===== config.mk =====
export PLATFORM = sky130hd
export DESIGN_NAME = button_combo_action_detector_core
export DESIGN_NICKNAME = d
export VERILOG_FILES = /design/src/bcad_pkg.sv /design/src/button_combo_action_detector_core.sv /design/src/bcad_cfg_regs.sv /design/src/bcad_action_eval.sv
export SDC_FILE = /design/constraint.sdc
export NUM_CORES = 1
export LEC_CHECK = 0
export BUFFER_PORTS_ARGS = -buffer_cell sky130_fd_sc_hd__buf_2
export CORE_UTILIZATION = 53
export DETAILED_ROUTE_END_ITERATION = 8
export PLACE_DENSITY_LB_ADDON = 0.25
export SLEW_MARGIN = 10
export SYNTH_ARGS = -nofsm -noshare
export SYNTH_HDL_FRONTEND = slang
export SYNTH_SLANG_ARGS = --single-unit

===== constraint.sdc =====
create_clock -name clk -period 4.2 [get_ports clk]
set_input_delay 0.84 -clock clk [delete_from_list [all_inputs] [get_ports clk]]
set_output_delay 0.84 -clock clk [all_outputs]
set_load 0.005 [all_outputs]

===== src/bcad_pkg.sv =====
// Shared constants and types for the button combo action detector.
`default_nettype none

package bcad_pkg;

    // Default build sizes
    localparam int NUM_ACTIONS_DEF = 4;
    localparam int KEY_BITS_DEF    = 32;

    // Fixed port widths
    localparam int KEY_W     = 32;
    localparam int FLAG_W    = 4;
    localparam int CFG_IDX_W = 4;
    localparam int CFG_DAT_W = 32;

    // Combination mode of one action
    typedef enum logic [1:0] {
        MODE_ALL   = 2'd0,
        MODE_ANY   = 2'd1,
        MODE_ONE   = 2'd2,
        MODE_NEVER = 2'd3
    } mode_t;

    // Per-action evaluation status
    typedef struct packed {
        logic active;
        logic armed;
    } act_status_t;

endpackage : bcad_pkg

`default_nettype wire


===== src/button_combo_action_detector_core.sv =====
// Top level of the button combo action detector: key edges and action flags.
// A result beat appears the cycle after its input beat is accepted.
// Throughput: one beat per cycle while not stalled, set by the single result register stage.
// in_stall rises only while a held result is stalled downstream.
// Reset clears previous keys, previous action flags, config and out_valid.
// Result payload registers are not reset.
`default_nettype none

module button_combo_action_detector_core #(
    parameter int NUM_ACTIONS = bcad_pkg::NUM_ACTIONS_DEF,
    parameter int KEY_BITS    = bcad_pkg::KEY_BITS_DEF
) (
    input  wire logic                           clk,
    input  wire logic                           rst_n,
    // configuration write port
    input  wire logic                           cfg_wr_en,
    input  wire logic [bcad_pkg::CFG_IDX_W-1:0] cfg_index,
    input  wire logic [bcad_pkg::CFG_DAT_W-1:0] cfg_data,
    // input channel
    input  wire logic                           in_valid,
    output logic                                in_stall,
    input  wire logic [bcad_pkg::KEY_W-1:0]     keys_now,
    // result channel
    output logic                                out_valid,
    input  wire logic                           out_stall,
    output logic      [bcad_pkg::KEY_W-1:0]     keys_pressed,
    output logic      [bcad_pkg::KEY_W-1:0]     keys_held,
    output logic      [bcad_pkg::KEY_W-1:0]     keys_released,
    output logic      [bcad_pkg::FLAG_W-1:0]    action_active,
    output logic      [bcad_pkg::FLAG_W-1:0]    action_triggered,
    output logic      [bcad_pkg::FLAG_W-1:0]    action_ended
);

    // ------------------------------------------------------------------
    // Configuration
    // ------------------------------------------------------------------
    logic [KEY_BITS-1:0]      masks [NUM_ACTIONS];
    logic [2*NUM_ACTIONS-1:0] modes;

    bcad_cfg_regs #(
        .NUM_ACTIONS (NUM_ACTIONS),
        .KEY_BITS    (KEY_BITS)
    ) u_cfg (
        .clk       (clk),
        .rst_n     (rst_n),
        .cfg_wr_en (cfg_wr_en),
        .cfg_index (cfg_index),
        .cfg_data  (cfg_data),
        .masks     (masks),
        .modes     (modes)
    );

    // ------------------------------------------------------------------
    // Handshake: take a beat whenever the result register is free or
    // is being drained this cycle.
    // ------------------------------------------------------------------
    logic out_valid_reg;
    logic out_valid_next;
    logic accept;

    assign in_stall       = out_valid_reg && out_stall;
    assign accept         = in_valid && !in_stall;
    assign out_valid_next = accept || (out_valid_reg && out_stall);

    // ------------------------------------------------------------------
    // Per-frame evaluation; only the low KEY_BITS keys take part.
    // ------------------------------------------------------------------
    logic [KEY_BITS-1:0]    keys;
    logic [KEY_BITS-1:0]    prev_keys_reg;
    logic [NUM_ACTIONS-1:0] prev_active_reg;
    logic [NUM_ACTIONS-1:0] active;
    logic [NUM_ACTIONS-1:0] armed;
    logic [NUM_ACTIONS-1:0] triggered;
    logic [NUM_ACTIONS-1:0] ended;

    assign keys = keys_now[KEY_BITS-1:0];

    for (genvar a = 0; a < NUM_ACTIONS; a++)
    begin : g_action
        bcad_pkg::act_status_t status;

        bcad_action_eval #(
            .KEY_BITS (KEY_BITS)
        ) u_eval (
            .keys   (keys),
            .mask   (masks[a]),
            .mode   (modes[2*a +: 2]),
            .status (status)
        );

        assign active[a] = status.active;
        assign armed[a]  = status.armed;
    end

    // An action whose mask was emptied is disarmed, and the end check is
    // gated by the armed flag, so it reports no end.
    assign triggered = active & ~prev_active_reg;
    assign ended     = prev_active_reg & ~active & armed;

    // ------------------------------------------------------------------
    // State: advance only on an accepted beat; valid follows the handshake.
    // ------------------------------------------------------------------
    always_ff @(posedge clk or negedge rst_n)
    begin
        if (!rst_n)
        begin
            out_valid_reg   <= 1'b0;
            prev_keys_reg   <= '0;
            prev_active_reg <= '0;
        end
        else
        begin
            out_valid_reg <= out_valid_next;
            if (accept)
            begin
                prev_keys_reg   <= keys;
                prev_active_reg <= active;
            end
        end
    end

    // ------------------------------------------------------------------
    // Result register: load on accept, hold while stalled.
    // ------------------------------------------------------------------
    logic [bcad_pkg::KEY_W-1:0]  pressed_reg;
    logic [bcad_pkg::KEY_W-1:0]  held_reg;
    logic [bcad_pkg::KEY_W-1:0]  released_reg;
    logic [bcad_pkg::FLAG_W-1:0] active_reg;
    logic [bcad_pkg::FLAG_W-1:0] trig_reg;
    logic [bcad_pkg::FLAG_W-1:0] ended_reg;

    always_ff @(posedge clk)
    begin
        if (accept)
        begin
            pressed_reg  <= bcad_pkg::KEY_W'(keys & ~prev_keys_reg);
            held_reg     <= bcad_pkg::KEY_W'(keys);
            released_reg <= bcad_pkg::KEY_W'(prev_keys_reg & ~keys);
            active_reg   <= bcad_pkg::FLAG_W'(active);
            trig_reg     <= bcad_pkg::FLAG_W'(triggered);
            ended_reg    <= bcad_pkg::FLAG_W'(ended);
        end
    end

    assign out_valid        = out_valid_reg;
    assign keys_pressed     = pressed_reg;
    assign keys_held        = held_reg;
    assign keys_released    = released_reg;
    assign action_active    = active_reg;
    assign action_triggered = trig_reg;
    assign action_ended     = ended_reg;

endmodule : button_combo_action_detector_core

`default_nettype wire


===== src/bcad_cfg_regs.sv =====
// Configuration register file: action key masks and action modes.
`default_nettype none

module bcad_cfg_regs #(
    parameter int NUM_ACTIONS = bcad_pkg::NUM_ACTIONS_DEF,
    parameter int KEY_BITS    = bcad_pkg::KEY_BITS_DEF
) (
    input  wire logic                           clk,
    input  wire logic                           rst_n,
    input  wire logic                           cfg_wr_en,
    input  wire logic [bcad_pkg::CFG_IDX_W-1:0] cfg_index,
    input  wire logic [bcad_pkg::CFG_DAT_W-1:0] cfg_data,
    output logic      [KEY_BITS-1:0]            masks [NUM_ACTIONS],
    output logic      [2*NUM_ACTIONS-1:0]       modes
);

    logic [KEY_BITS-1:0]      mask_reg [NUM_ACTIONS];
    logic [2*NUM_ACTIONS-1:0] modes_reg;

    // Indexes past the mode register fall through and are dropped.
    always_ff @(posedge clk or negedge rst_n)
    begin
        if (!rst_n)
        begin
            for (int a = 0; a < NUM_ACTIONS; a++)
            begin
                mask_reg[a] <= '0;
            end
            modes_reg <= '0;
        end
        else if (cfg_wr_en)
        begin
            for (int a = 0; a < NUM_ACTIONS; a++)
            begin
                if (cfg_index == bcad_pkg::CFG_IDX_W'(a))
                begin
                    mask_reg[a] <= cfg_data[KEY_BITS-1:0];
                end
            end
            if (cfg_index == bcad_pkg::CFG_IDX_W'(NUM_ACTIONS))
            begin
                modes_reg <= cfg_data[2*NUM_ACTIONS-1:0];
            end
        end
    end

    assign masks = mask_reg;
    assign modes = modes_reg;

endmodule : bcad_cfg_regs

`default_nettype wire


===== src/bcad_action_eval.sv =====
// Combination check of one action against the current key bitmap.
`default_nettype none

module bcad_action_eval #(
    parameter int KEY_BITS = bcad_pkg::KEY_BITS_DEF
) (
    input  wire logic [KEY_BITS-1:0]   keys,
    input  wire logic [KEY_BITS-1:0]   mask,
    input  wire logic [1:0]            mode,
    output bcad_pkg::act_status_t      status
);

    logic [KEY_BITS-1:0] hit;
    logic                all_held;
    logic                any_held;
    logic                one_held;
    logic                on;

    // Exactly one: nonzero and clearing the lowest set bit leaves nothing.
    assign hit      = keys & mask;
    assign all_held = (hit == mask);
    assign any_held = |hit;
    assign one_held = any_held && ((hit & (hit - KEY_BITS'(1))) == '0);

    always_comb
    begin
        unique case (bcad_pkg::mode_t'(mode))
            bcad_pkg::MODE_ALL:   on = all_held;
            bcad_pkg::MODE_ANY:   on = any_held;
            bcad_pkg::MODE_ONE:   on = one_held;
            bcad_pkg::MODE_NEVER: on = 1'b0;
            default:              on = 1'b0;
        endcase
    end

    // An empty mask disarms the action entirely.
    assign status.armed  = |mask;
    assign status.active = status.armed && on;

endmodule : bcad_action_eval

`default_nettype wire


== Yosys cells after proc, flatten, opt, wreduce, memory -nomap -nowiden ==
Index checks and enable logic that the tools add are counted.

* Bits in writable memories: 0
* Register bits: 281
* Latch bits: 0
* Logic and storage cells: 93
* Memories kept: 0
* ROM bits: 0
* Output and inout port bits: 110
* Bits of input ports: 73

* $mul: 0
* Divide/modulo/power cells: 0
* Multiplexer cells: 4
* Eq/ne operators: 20
* Add/subtract/negate cells: 4
* Reductions and logical operators: 34
* Order comparisons: 0
* Shifts and indexed selects: 0
* Bitwise logic cells: 17

{| class="wikitable"
|+ Operators by type and width
! operator !! number
|-
| $and A32 B32 Y32 || 10
|-
| $reduce_or A32 Y1 || 8
|-
| $eq A32 B32 Y1 || 4
|-
| $logic_not A32 Y1 || 4
|-
| $sub A32 B1 Y32 const B || 4
|-
| $not A32 Y32 || 2
|-
| $eq A2 B2 Y1 const B || 8
|-
| $pmux W1 S4 || 4
|-
| $and A4 B4 Y4 || 3
|-
| $logic_and A1 B1 Y1 || 10
|-
| $reduce_and A2 Y1 || 5
|-
| $eq A2 B1 Y1 const B || 4
|-
| $eq A4 B2 Y1 const B || 2
|-
| $logic_not A2 Y1 || 4
|-
| $not A4 Y4 || 2
|-
| $eq A4 B1 Y1 const B || 1
|-
| $eq A4 B3 Y1 const B || 1
|-
| $logic_not A4 Y1 || 1
|-
| $logic_not A1 Y1 || 1
|-
| $logic_or A1 B1 Y1 || 1
|}

== Logic depth before layout (Yosys ltp) ==
Gate-level depths: netlist of run 1.

* Depth in word-level cells: 10
* Gate-level depth with buffers: 9

== Hierarchy ==
Synthesis of run 1 repeated with hierarchy kept, for this count alone.

* Cells, all modules: 1196
* Area, all modules: 13994.7 um2

{| class="wikitable"
|+ Modules (own cells, without submodules)
! module !! area each (um2) !! seq. area each (um2) !! cells each !! instances
|-
| button_combo_action_detector_core || 5233.8 || 4169.0 || 264 || 1
|-
| bcad_cfg_regs || 5057.4 || 3403.3 || 292 || 1
|-
| bcad_action_eval || 925.9 || 0.0 || 160 || 4
|}

== Least setup slack after synthesis of run 1 ==
OpenSTA, ideal clock, no wires.

* Path type: in2reg
* Start: input port out_stall
* End: register active_reg (netlist bit action_active[0]), enable pin
* Cell stages on the path: 4
* Arrival: 4.269 ns
* Path slack: -0.583 ns
* Data required time: 3.686 ns
* Library setup time: 0.514 ns
* Path through: nand2_1 > nand2_1 > clkinv_1 > clkbuf_1

* Word-level cells in the longest chain between the ends: 3

{| class="wikitable"
|+ RTL lines
! item !! RTL line !! source
|-
| from (decl) || button_combo_action_detector_core.sv:25 || <nowiki>input wire logic out_stall,</nowiki>
|-
| $logic_and A1 B1 Y1 || button_combo_action_detector_core.sv:61 || <nowiki>assign in_stall = out_valid_reg && out_stall;</nowiki>
|-
| $logic_not A1 Y1 || button_combo_action_detector_core.sv:62 || <nowiki>assign accept = in_valid && !in_stall;</nowiki>
|-
| $logic_and A1 B1 Y1 || button_combo_action_detector_core.sv:62 ||
|-
| net accept || button_combo_action_detector_core.sv:59 || <nowiki>logic accept;</nowiki>
|-
| to (signal assigned) || button_combo_action_detector_core.sv:139 || <nowiki>active_reg <= bcad_pkg::FLAG_W'(active);</nowiki>
|-
| to (decl) || button_combo_action_detector_core.sv:128 || <nowiki>logic [bcad_pkg::FLAG_W-1:0] active_reg;</nowiki>
|}

The timed path passes the listed nets, and every way through them passes these cells.
A chain may end at the register's enable or synchronous reset.

== Final worst setup path of run 1 ==
* Start: register u_cfg.mask_reg (netlist bit u_cfg.masks[42])
* End: register ended_reg (netlist bit action_ended[2]) (data pin)

* Word-level cells in the longest chain between the ends: 10
* Elaborated cells between the ends (all ways): 13
* Classes of those cells: 1 x add/sub; 1 x eq/ne; 1 x mux; 5 x bitwise; 5 x reduce/logical

{| class="wikitable"
|+ RTL lines
! item !! RTL line !! source
|-
| from (decl) || bcad_cfg_regs.sv:17 || <nowiki>logic [KEY_BITS-1:0] mask_reg [NUM_ACTIONS];</nowiki>
|-
| from (signal, indexed assignment) || bcad_cfg_regs.sv:37 || <nowiki>mask_reg[a] <= cfg_data[KEY_BITS-1:0];</nowiki>
|-
| $and A32 B32 Y32 || bcad_action_eval.sv:20 || <nowiki>assign hit = keys & mask;</nowiki>
|-
| $sub A32 B1 Y32 || bcad_action_eval.sv:23 || <nowiki>assign one_held = any_held && ((hit & (hit - KEY_BITS'(1))) == '0);</nowiki>
|-
| $and A32 B32 Y32 || bcad_action_eval.sv:23 ||
|-
| $logic_not A32 Y1 || bcad_action_eval.sv:23 ||
|-
| $logic_and A1 B1 Y1 || bcad_action_eval.sv:23 ||
|-
| $pmux W1 S4 || bcad_action_eval.sv:27 || <nowiki>unique case (bcad_pkg::mode_t'(mode))</nowiki>
|-
| $logic_and A1 B1 Y1 || bcad_action_eval.sv:38 || <nowiki>assign status.active = status.armed && on;</nowiki>
|-
| $not A4 Y4 || button_combo_action_detector_core.sv:98 || <nowiki>assign ended = prev_active_reg & ~active & armed;</nowiki>
|-
| $and A4 B4 Y4 || button_combo_action_detector_core.sv:98 ||
|-
| $and A4 B4 Y4 * || button_combo_action_detector_core.sv:98 ||
|-
| net ended[2] || button_combo_action_detector_core.sv:74 || <nowiki>logic [NUM_ACTIONS-1:0] ended;</nowiki>
|-
| to (signal assigned) || button_combo_action_detector_core.sv:141 || <nowiki>ended_reg <= bcad_pkg::FLAG_W'(ended);</nowiki>
|-
| to (decl) || button_combo_action_detector_core.sv:130 || <nowiki>logic [bcad_pkg::FLAG_W-1:0] ended_reg;</nowiki>
|}

Mark *: on every way through the listed nets, which the timed path passes. The rest lies on a longest branch.

==> results of run 1 <==
-- layout make-up --
| type | instances | area [um^2] |
|---|---|---|
| flip-flops and latches | 281 | 7570 |
| inverters | 59 | 226 |
| clock buffers | 41 | 759 |
| multi-input cells | 857 | 5760 |
| clock inverters | 10 | 87.6 |
| well taps | 330 | 413 |
| repair buffers | 212 | 1170 |
| fillers | 2070 | 9340 |
-- routing by layer --
metal | track usage | part of all wire
met1 | 0.505 | 0.40
met2 | 0.594 | 0.46
met3 | 0.0660 | 0.094
met4 | 0.157 | 0.047
met5 | 0 | 0
-- synthesized netlist by cell type, drive strengths merged (4+ instances only) --
cell	number
a222oi	21
o2111ai	13
maj3	5
mux2	122
nand2b	19
a311oi	6
a21o	4
and4	5
o21ai	43
o211ai	4
a41oi	4
nor2b	81
nand3	18
a32oi	4
clkbuf	42
nor2	36
nand4	45
dfrtp	173
a31oi	13
buf	15
a2111oi	8
nor3	16
a21oi	22
edfxtp	108
a31o	4
a22o	8
nand2	195
o221ai	4
and2	8
nor4	41
a2111o	7
inv	58
o22ai	13
a22oi	47
and3	4
-- kinds of logic (layout without fill, tap and decap cells) --
kind of cell	after synthesis	after routing	synth area share
AOI/OAI and AO/OA	247	247	0.134
adders and majority gates	5	5	0.00363
buffers and inverters	116	322	0.0331
DFF	281	281	0.550
muxes	122	122	0.0997
and+or+nand+nor	483	483	0.180
-- stage by stage --
stage,total power [mW],hold slack [ns],util,cells
2_1_floorplan,4.86,0.461,-,1254
3_3_place_gp,5.71,0.474,0.598,1739
3_5_place_dp,5.73,0.479,0.598,1739
4_1_cts,8.07,0.110,0.631,1790
5_1_grt,8.42,0.116,0.631,1790
6_report,8.12,0.112,0.631,1790
-- where the power goes --
group          internal, mW  leakage, nW  switching, mW  total, mW
combinational         0.779         3.22           1.00       1.78
clock                  1.32        0.415           1.05       2.37
sequential             3.31         3.17          0.653       3.97
-- worst min-delay path by stage --
| stage | start | to | cells after the start |
|---|---|---|---|
| 2_1_floorplan | prev_keys_reg[0] | prev_keys_reg[0] | 2 |
| 3_3_place_gp | prev_keys_reg[19] | prev_keys_reg[19] | 2 |
| 3_5_place_dp | prev_keys_reg[19] | prev_keys_reg[19] | 2 |
| 4_1_cts | rst_n | u_cfg.masks[54] | 1 |
| 5_1_grt | rst_n | u_cfg.masks[54] | 1 |
| 6_report | rst_n | prev_keys_reg[18] | 1 |
==> out/qor.csv, run 1 <==
stage,metric,value,unit
outcome,status,finished clean,
worst_setup_path,critical path launch point type,flip-flop,
synth,Area contributors post-synth,"dfrtp_1 (31%), edfxtp_1 (24%), mux2_2 (10%)",
layout,"most common cell after layout, fill and taps aside",nand2_1,
worst_setup_path,Crit path arrival time,3.51,ns
place,Setup WS pre-CTS,0.644,ns
sta,Tmin final,3.21,ns
worst_setup_path,crit path from,u_cfg.masks[42],
pwr,maximum vdd drop,0.444,mV
synth,top_reg_cell synth,dfrtp_1,
worst_hold_path,type of the tightest min-delay check,input pin to asynchronous set/reset pin,
sta,Tcrit/Tclk final,0.765,
grt,All-Layer GR Usage,0.374,
sta,Slew @ Worst Pin,0.927,ns
sta,setup TNS,0,ns
layout,"commonest non-fill, non-tap cells in the layout","nand2_1 (193), buf_2 (181), dfrtp_1 (173)",
worst_setup_path,"Max FO, Critical Path",6,
clock_network,clk slew on worst S/H paths,0.06,ns
grt,number of antenna violations at the first check in global routing,0,
synth,Synth Register Bits,281,
sta,setup ws final,0.988,ns
grt,first-pass GRT wire length,72000,um
route,vias,11700,
route,WL/cell,27.4,um
route,Vias/cell,6.54,
die,Top Ports,183,
worst_setup_path,CP Class,flip-flop to flip-flop,
worst_setup_path,Slowest cell on crit path,a222oi_1,
synth,number of synthesized flops with an enable pin,108,
layout,max FFs per register,128,
pwr,Leak,6.80,nW
layout,layout cells sized above 1,0.266,
die,Die W,163,um
grt,number of global-route vias before repair,11400,
worst_setup_path,CP Cell Sequence,"a222oi_1, nand4_1, o41ai_1, buf_4, a22o_1, nor4bb_1, buf_4, and2_1, a311oi_1",
worst_setup_path,worst path required time,4.50,ns
sta,Final Setup Violations,0,
run,MaxCap Viol Count,0,
die,die extent in y,163,um
layout,net count reported at finish,1512,
die,core area,25300,um^2
synth,sequential fraction of the synthesis area,0.550,
grt,GRT overflow,0,
clock_network,cts repair resizes,0,
layout,final instance area,16000,um^2
worst_setup_path,crit end category,flip-flop,
sta,final hold violation count,0,
worst_setup_path,R2R Setup Slk,0.99,ns
route,Starting DRT DRC Count,1375,
clock_network,CTS sink cnt,281,
clock_network,CTS Buf Count,28,
layout,ANT cells,0,
place,placed instance area,15100,um^2
synth,Synth Instances,1254,
pwr,pwr dens,508,nW/um^2
worst_setup_path,depth of the worst register-to-register path,9,
sta,Peak Freq,311,MHz
clock_network,"Setup Fix Bufs, Post-CTS",0,
synth,Syn Nets,1327,
sta,Slew Limit Headroom,0.380,
worst_setup_path,reg2reg end,action_ended[2],
synth,share of synthesized flip-flops with an asynchronous set or reset,0.616,
synth,top cell type by total area after synthesis,dfrtp_1,
worst_setup_path,Crit path max-delay family,compound AO/OA/AOI/OAI gates,
grt,largest net degree at the start of global routing,101,
clock_network,CTS tree,done,
worst_setup_path,Critical Path Sink,action_ended[2],
die,die area,26600,um^2
clock_network,CTS H-Tree Depth,1,
worst_setup_path,worst r2r src,u_cfg.masks[42],
worst_setup_path,critical path buffer and inverter count,2,
synth,Yosys warnings,0,
clock_network,CTS Buffer Depth,3,
sta,RSZ-0062 raised after global routing,no,
route,antenna violation net count after detailed routing,0,
place,I/O Buffers,182,
clock_network,root cell of the clock tree,clkbuf_16,
worst_setup_path,Worst path depth,9,
synth,Syn Std Cell Area,13800,um^2
synth,area fraction of the dominant cell type after synthesis,0.314,
clock_network,hold_buf cts,0,
die,Cell Rows,58,
clock_network,clock insertion delay at the later pin of the skew report,0.56,ns
sta,Max Slew Vio Count,0,
die,Initial Util,0.544,
worst_setup_path,CP most frequent cell,buf_4,
synth,Yosys cell types,71,
route,routed wire length,49100,um
sta,worst-case clock skew,0.0149,ns
route,DRC,0,
route,drt pass-1 iters,8,
layout,Area Overhead vs Synth,16.0,%
worst_setup_path,"slowest stage delay, CP",0.69,ns
synth,Avg Inst Size Synth,11.0,um^2
place,Post-DP HPWL,36200,um
place,GPL Wtd Cong,1.01,
Note: power is estimated with default switching activity, not from simulation.
==> run 2, diff against run 1 <==
clock period = 3.3 ns   (was 4.2 ns; I/O delays follow)
==> run 2 against run 1 <==
Cell count is 3.5% higher; register-to-register slack worse by 0.93 ns; wire length is 5.7% higher; critical path depth is 2 higher; sequential power is 27% higher; clock power is 49% higher; largest cell class unchanged.
==> out/qor.csv, run 2 (synthesis gave the netlist of run 1 again) <==
stage,metric,value,unit,change
sta,Slew @ Worst Pin,0.721,ns,was 0.927 ns
grt,All-Layer GR Usage,0.397,,was 0.374
route,WL/cell,28.0,um,was 27.4 um
clock_network,CTS sink cnt,281,,unchanged
sta,Tcrit/Tclk final,0.982,,was 0.765
clock_network,hold_buf cts,0,,unchanged
die,Cell Rows,58,,unchanged
die,Initial Util,0.544,,unchanged
place,GPL Wtd Cong,1.04,,was 1.01
clock_network,CTS H-Tree Depth,1,,unchanged
worst_setup_path,"Max FO, Critical Path",3,,was 6
pwr,Leak,7.17,nW,was 6.80 nW
run,MaxCap Viol Count,0,,unchanged
die,die area,26600,um^2,unchanged
place,I/O Buffers,182,,unchanged
worst_setup_path,crit end category,flip-flop,,unchanged
pwr,maximum vdd drop,0.517,mV,was 0.444 mV
sta,Final Setup Violations,0,,unchanged
grt,first-pass GRT wire length,76500,um,"was 72,000 um"
worst_setup_path,CP Cell Sequence,"a222oi_1, buf_4, nand4_1, buf_4, o41ai_1, buf_4, a22o_1, nor4bb_2, buf_4, and2_1, a311oi_1",,"was a222oi_1, nand4_1, o41ai_1, buf_4, a22o_1, nor4bb_1, buf_4, and2_1, a311oi_1"
worst_setup_path,"slowest stage delay, CP",0.62,ns,was 0.69 ns
layout,"commonest non-fill, non-tap cells in the layout","nand2_1 (194), buf_2 (181), dfrtp_1 (173)",,"was nand2_1 (193), buf_2 (181), dfrtp_1 (173)"
grt,GRT overflow,0,,unchanged
clock_network,CTS tree,done,,unchanged
clock_network,"Setup Fix Bufs, Post-CTS",0,,unchanged
route,DRC,0,,unchanged
die,Die W,163,um,unchanged
route,Vias/cell,6.62,,was 6.54
sta,setup ws final,0.0604,ns,was 0.988 ns
layout,net count reported at finish,1572,,"was 1,512"
clock_network,CTS Buf Count,28,,unchanged
worst_setup_path,Slowest cell on crit path,a222oi_1,,unchanged
clock_network,clk slew on worst S/H paths,0.07,ns,was 0.06 ns
route,routed wire length,51900,um,"was 49,100 um"
layout,max FFs per register,128,,unchanged
worst_setup_path,CP most frequent cell,buf_4,,unchanged
layout,"most common cell after layout, fill and taps aside",nand2_1,,unchanged
clock_network,CTS Buffer Depth,3,,unchanged
worst_setup_path,critical path buffer and inverter count,4,,was 2
worst_setup_path,worst path required time,3.61,ns,was 4.50 ns
die,Top Ports,183,,unchanged
sta,Peak Freq,309,MHz,was 311 MHz
grt,number of global-route vias before repair,12000,,"was 11,400"
sta,RSZ-0062 raised after global routing,no,,unchanged
route,vias,12300,,"was 11,700"
place,Post-DP HPWL,38700,um,"was 36,200 um"
route,Starting DRT DRC Count,1583,,"was 1,375"
worst_setup_path,critical path launch point type,flip-flop,,unchanged
worst_setup_path,Crit path arrival time,3.55,ns,was 3.51 ns
pwr,pwr dens,663,nW/um^2,was 508 nW/um^2
route,drt pass-1 iters,6,,was 8
place,Setup WS pre-CTS,-0.279,ns,was 0.644 ns
worst_hold_path,type of the tightest min-delay check,input pin to asynchronous set/reset pin,,unchanged
sta,worst-case clock skew,0.0174,ns,was 0.0149 ns
outcome,status,finished clean,,unchanged
route,antenna violation net count after detailed routing,0,,unchanged
die,core area,25300,um^2,unchanged
grt,number of antenna violations at the first check in global routing,1,,was 0
grt,largest net degree at the start of global routing,71,,was 101
layout,Final Util,0.658,,was 0.631
sta,Tmin final,3.24,ns,was 3.21 ns
clock_network,clock insertion delay at the later pin of the skew report,0.57,ns,was 0.56 ns
layout,layout cells sized above 1,0.300,,was 0.266
clock_network,root cell of the clock tree,clkbuf_16,,unchanged
sta,final hold violation count,0,,unchanged
worst_setup_path,Crit path max-delay family,compound AO/OA/AOI/OAI gates,,unchanged
die,die extent in y,163,um,unchanged
sta,Max Slew Vio Count,0,,unchanged
sta,Slew Limit Headroom,0.519,,was 0.380
worst_setup_path,CP Class,flip-flop to flip-flop,,unchanged
layout,Area Overhead vs Synth,20.9,%,was 16.0%
-- run 2: cell count changes in the layout (fill, tap and decap cells not counted), sizes merged --
cell	delta
diode	+1
clkinv	+2
inv	-1
clkbuf	-9
buf	+60
bufinv	+5
clkinvlp	+4
-- run 2: stage by stage --
step / instances / TNS, ns / hold slack (ns) / power (mW) / area (um^2)
6_report: 1852 / 0 / 0.125 / 11.0 / 16700
5_1_grt: 1851 / 0 / 0.192 / 11.4 / 16700
4_1_cts: 1851 / 0 / 0.147 / 11.0 / 16700
3_5_place_dp: 1799 / -0.812 / 0.484 / 7.46 / 15600
3_3_place_gp: 1799 / -1.12 / 0.473 / 7.42 / 15600
2_1_floorplan: 1254 / 0 / 0.364 / 6.19 / 13800
-- run 2: final cells by class --
| cell class | instances | area (um^2) |
|---|---|---|
| Sequential cell | 281 | 7570 |
| Inverter | 59 | 226 |
| Tap cell | 330 | 413 |
| Timing Repair Buffer | 272 | 1670 |
| Clock inverter | 20 | 265 |
| Antenna cell | 1 | 2.50 |
| Multi-Input combinational cell | 857 | 5760 |
| Fill cell | 1957 | 8670 |
| Clock buffer | 32 | 747 |
-- run 2: power by group --
group	switching, mW	total, mW	internal, mW
clock	1.43	3.52	2.09
sequential	0.824	5.04	4.22
combinational	1.37	2.47	1.11
total	3.62	11.0	7.42
-- run 2: repair_timing --
| action | CTS | global route |
|---|---|---|
| endpoints found under the hold margin | 0 | 0 |
| gates resized for setup | 1 | 0 |
| endpoints found under the setup margin | 1 | 0 |
-- run 2: per-layer routing --
metal / global-route usage / vias to the layer above / share of wire / wire length [um]
li1: - / 5217 / - / -
met1: 0.524 / 6051 / 0.39 / 20400
met2: 0.617 / 811 / 0.45 / 23400
met3: 0.0848 / 184 / 0.098 / 5080
met4: 0.205 / 2 / 0.057 / 2970
met5: 0 / - / 0.00098 / 51
-- run 2: worst paths after layout --
path | startpoint | end | slack [ns] | cells after the start
max reg2reg | u_cfg.masks[42] | action_ended[2] | 0.06 | 11
min reg2reg | prev_keys_reg[0] | prev_keys_reg[0] | 0.50 | 2
min in group clk | in_valid | out_valid | 0.32 | 2
max | u_cfg.masks[42] | action_ended[2] | 0.06 | 11
min | rst_n | prev_keys_reg[22] | 0.12 | 1
max in group asynchronous | rst_n | u_cfg.masks[108] | 2.40 | 2
==> run 3, diff against run 2 <==
SETUP_SLACK_MARGIN = 0.4   (was unset)
==> run 3 against run 2 <==
Design area grew 0.35%; sequential share of layout area down 0.14 points; register-to-register slack better by 0.28 ns; sequential power is essentially flat; critical path depth unchanged; cell count hardly changed; wire length grew 0.15%; sequential cell count is the same; die area unchanged; maximum frequency is 9.4% higher; critical endpoint unchanged; largest cell class unchanged; highest routed layer is now met4.
==> out/qor.csv, run 3 (synthesis gave the netlist of run 1 again) <==
stage,metric,value,unit,change
outcome,status,finished clean,,unchanged
sta,Slew Limit Headroom,0.515,,was 0.519
layout,Fillers,1957,,unchanged
route,Vias/cell,6.57,,was 6.62
die,core area,25300,um^2,unchanged
layout,Area Overhead vs Synth,21.3,%,was 20.9%
pwr,Cell Int Power,7.44,mW,was 7.42 mW
route,Starting DRT DRC Count,1700,,"was 1,583"
die,die extent in y,163,um,unchanged
pwr,maximum vdd drop,0.513,mV,was 0.517 mV
pwr,Reg power frac,0.456,,was 0.457
layout,max FFs per register,128,,unchanged
grt,number of global-route vias before repair,11900,,"was 12,000"
clock_network,clk slew on worst S/H paths,0.07,ns,about the same
layout,ANT cells,0,,was 1
pwr,pwr dens,662,nW/um^2,was 663 nW/um^2
worst_hold_path,type of the tightest min-delay check,input pin to asynchronous set/reset pin,,unchanged
worst_setup_path,worst r2r src,u_cfg.masks[42],,unchanged
worst_setup_path,Crit path max-delay family,compound AO/OA/AOI/OAI gates,,unchanged
die,Initial Util,0.544,,unchanged
route,vias,12200,,"was 12,300"
pwr,switching share of power,0.328,,about the same
layout,net count reported at finish,1574,,"was 1,572"
sta,Final Setup Violations,0,,unchanged
place,Setup WS pre-CTS,-0.279,ns,unchanged
sta,Slew @ Worst Pin,0.728,ns,was 0.721 ns
place,Post-Place Cells,1799,,unchanged
layout,"commonest non-fill, non-tap cells in the layout","nand2_1 (194), buf_2 (181), dfrtp_1 (171)",,"was nand2_1 (194), buf_2 (181), dfrtp_1 (173)"
sta,Tcrit/Tclk final,0.897,,was 0.982
worst_setup_path,critical path launch point type,flip-flop,,unchanged
worst_setup_path,"slowest stage delay, CP",0.61,ns,was 0.62 ns
worst_setup_path,CP Cell Sequence,"a222oi_1, buf_4, nand4_1, buf_6, o41ai_2, buf_4, a22o_1, nor4bb_4, buf_4, and2_4, a311oi_1",,"was a222oi_1, buf_4, nand4_1, buf_4, o41ai_1, buf_4, a22o_1, nor4bb_2, buf_4, and2_1, a311oi_1"
sta,RSZ-0062 raised after global routing,yes,,was no
grt,first-pass GRT wire length,76600,um,"was 76,500 um"
die,Cell Rows,58,,unchanged
worst_setup_path,worst path required time,3.61,ns,about the same
grt,largest net degree at the start of global routing,71,,unchanged
grt,GRT overflow,0,,unchanged
worst_setup_path,crit end category,flip-flop,,unchanged
layout,layout cells sized above 1,0.305,,was 0.300
sta,Max Slew Vio Count,0,,unchanged
route,WL/cell,28.0,um,about the same
clock_network,CTS H-Tree Depth,1,,unchanged
clock_network,CTS Buffer Depth,3,,unchanged
worst_setup_path,critical path buffer and inverter count,4,,unchanged
worst_setup_path,R2R Setup Slk,0.34,ns,was 0.06 ns
worst_setup_path,Slowest cell on crit path,a222oi_1,,unchanged
die,die area,26600,um^2,unchanged
route,drt pass-1 iters,6,,unchanged
clock_network,hold_buf cts,0,,unchanged
worst_setup_path,reg2reg end,action_ended[2],,unchanged
worst_setup_path,Worst path depth,11,,unchanged
worst_setup_path,CP Class,flip-flop to flip-flop,,unchanged
clock_network,CTS tree,done,,unchanged
clock_network,root cell of the clock tree,clkbuf_16,,unchanged
worst_setup_path,CP most frequent cell,buf_4,,unchanged
grt,All-Layer GR Usage,0.398,,was 0.397
run,MaxCap Viol Count,0,,unchanged
die,Top Ports,183,,unchanged
sta,Tmin final,2.96,ns,was 3.24 ns
route,antenna violation net count after detailed routing,0,,unchanged
die,Die W,163,um,unchanged
route,DRC,0,,unchanged
sta,final hold violation count,0,,unchanged
worst_setup_path,"Max FO, Critical Path",3,,unchanged
grt,number of antenna violations at the first check in global routing,1,,unchanged
pwr,power share of the clock group,0.318,,was 0.319
layout,Finished Layout Cells,1853,,"was 1,852"
sta,setup TNS,0,ns,unchanged
pwr,Leak,7.19,nW,was 7.17 nW
worst_setup_path,Crit path arrival time,3.27,ns,was 3.55 ns
sta,Peak Freq,338,MHz,was 309 MHz
clock_network,CTS Buf Count,28,,unchanged
pwr,Comb pwr share,0.226,,was 0.224
place,GPL Wtd Cong,1.04,,unchanged
sta,setup ws final,0.339,ns,was 0.0604 ns
place,I/O Buffers,182,,unchanged
place,Post-DP HPWL,38700,um,unchanged
pwr,NetSw,3.63,mW,was 3.62 mW
layout,"most common cell after layout, fill and taps aside",nand2_1,,unchanged
route,routed wire length,52000,um,"was 51,900 um"
clock_network,clock insertion delay at the later pin of the skew report,0.57,ns,about the same
worst_setup_path,depth of the worst register-to-register path,11,,unchanged
sta,worst-case clock skew,0.0201,ns,was 0.0174 ns
clock_network,CTS sink cnt,281,,unchanged
## run 3: worst max path at each step
stage	start	end	slack, ns
after detailed placement	keys_now[10]	action_ended[2]	-0.28
after CTS	u_cfg.masks[42]	action_ended[2]	0.40
after floorplan	out_stall	action_active[0]	0.40
after global routing	u_cfg.masks[98]	action_ended[0]	0.30
after global placement	keys_now[10]	action_ended[2]	-0.36
final	u_cfg.masks[42]	action_ended[2]	0.34
## run 3: cell type report
class	count	area (um^2)	share of cell area
tap	330	413	0.0247
inverter	59	226	0.0135
multi-input combinational	857	5800	0.347
timing repair buffer	274	1690	0.101
sequential	281	7570	0.453
clock inverter	20	265	0.0159
clock buffer	32	747	0.0447
## run 3: power by group through the flow
| stage | logic, mW | registers (mW) | clock network [mW] |
|---|---|---|---|
| global route | 2.70 | 5.08 | 3.66 |
| floorplan | 1.48 | 4.71 | 0 |
| CTS | 2.44 | 4.99 | 3.55 |
| finish | 2.50 | 5.04 | 3.52 |
| detailed placement | 2.41 | 5.05 | 0 |
| global placement | 2.38 | 5.05 | 0 |
## run 3: timing repair
| item | 4_1_cts | 5_1_grt |
|---|---|---|
| pin swaps | 4 | 4 |
| setup buffers | 1 | 1 |
| endpoints found under the setup margin | 5 | 8 |
| gates resized for setup | 7 | 7 |
## run 3: routing by layer
metal,global-route usage,part of all wire
met1,0.528,0.39
met4,0.208,0.058
met3,0.0802,0.10
met5,0,0
met2,0.616,0.45
## run 3: through the flow
| stage | power (mW) | utilization | hold slack [ns] | instance area (um^2) |
|---|---|---|---|---|
| floorplan | 6.19 | - | 0.364 | 13800 |
| global placement | 7.42 | 0.617 | 0.473 | 15600 |
| detailed placement | 7.46 | 0.617 | 0.484 | 15600 |
| CTS | 11.0 | 0.659 | 0.147 | 16700 |
| global route | 11.4 | 0.660 | 0.191 | 16700 |
| finish | 11.1 | 0.660 | 0.125 | 16700 |
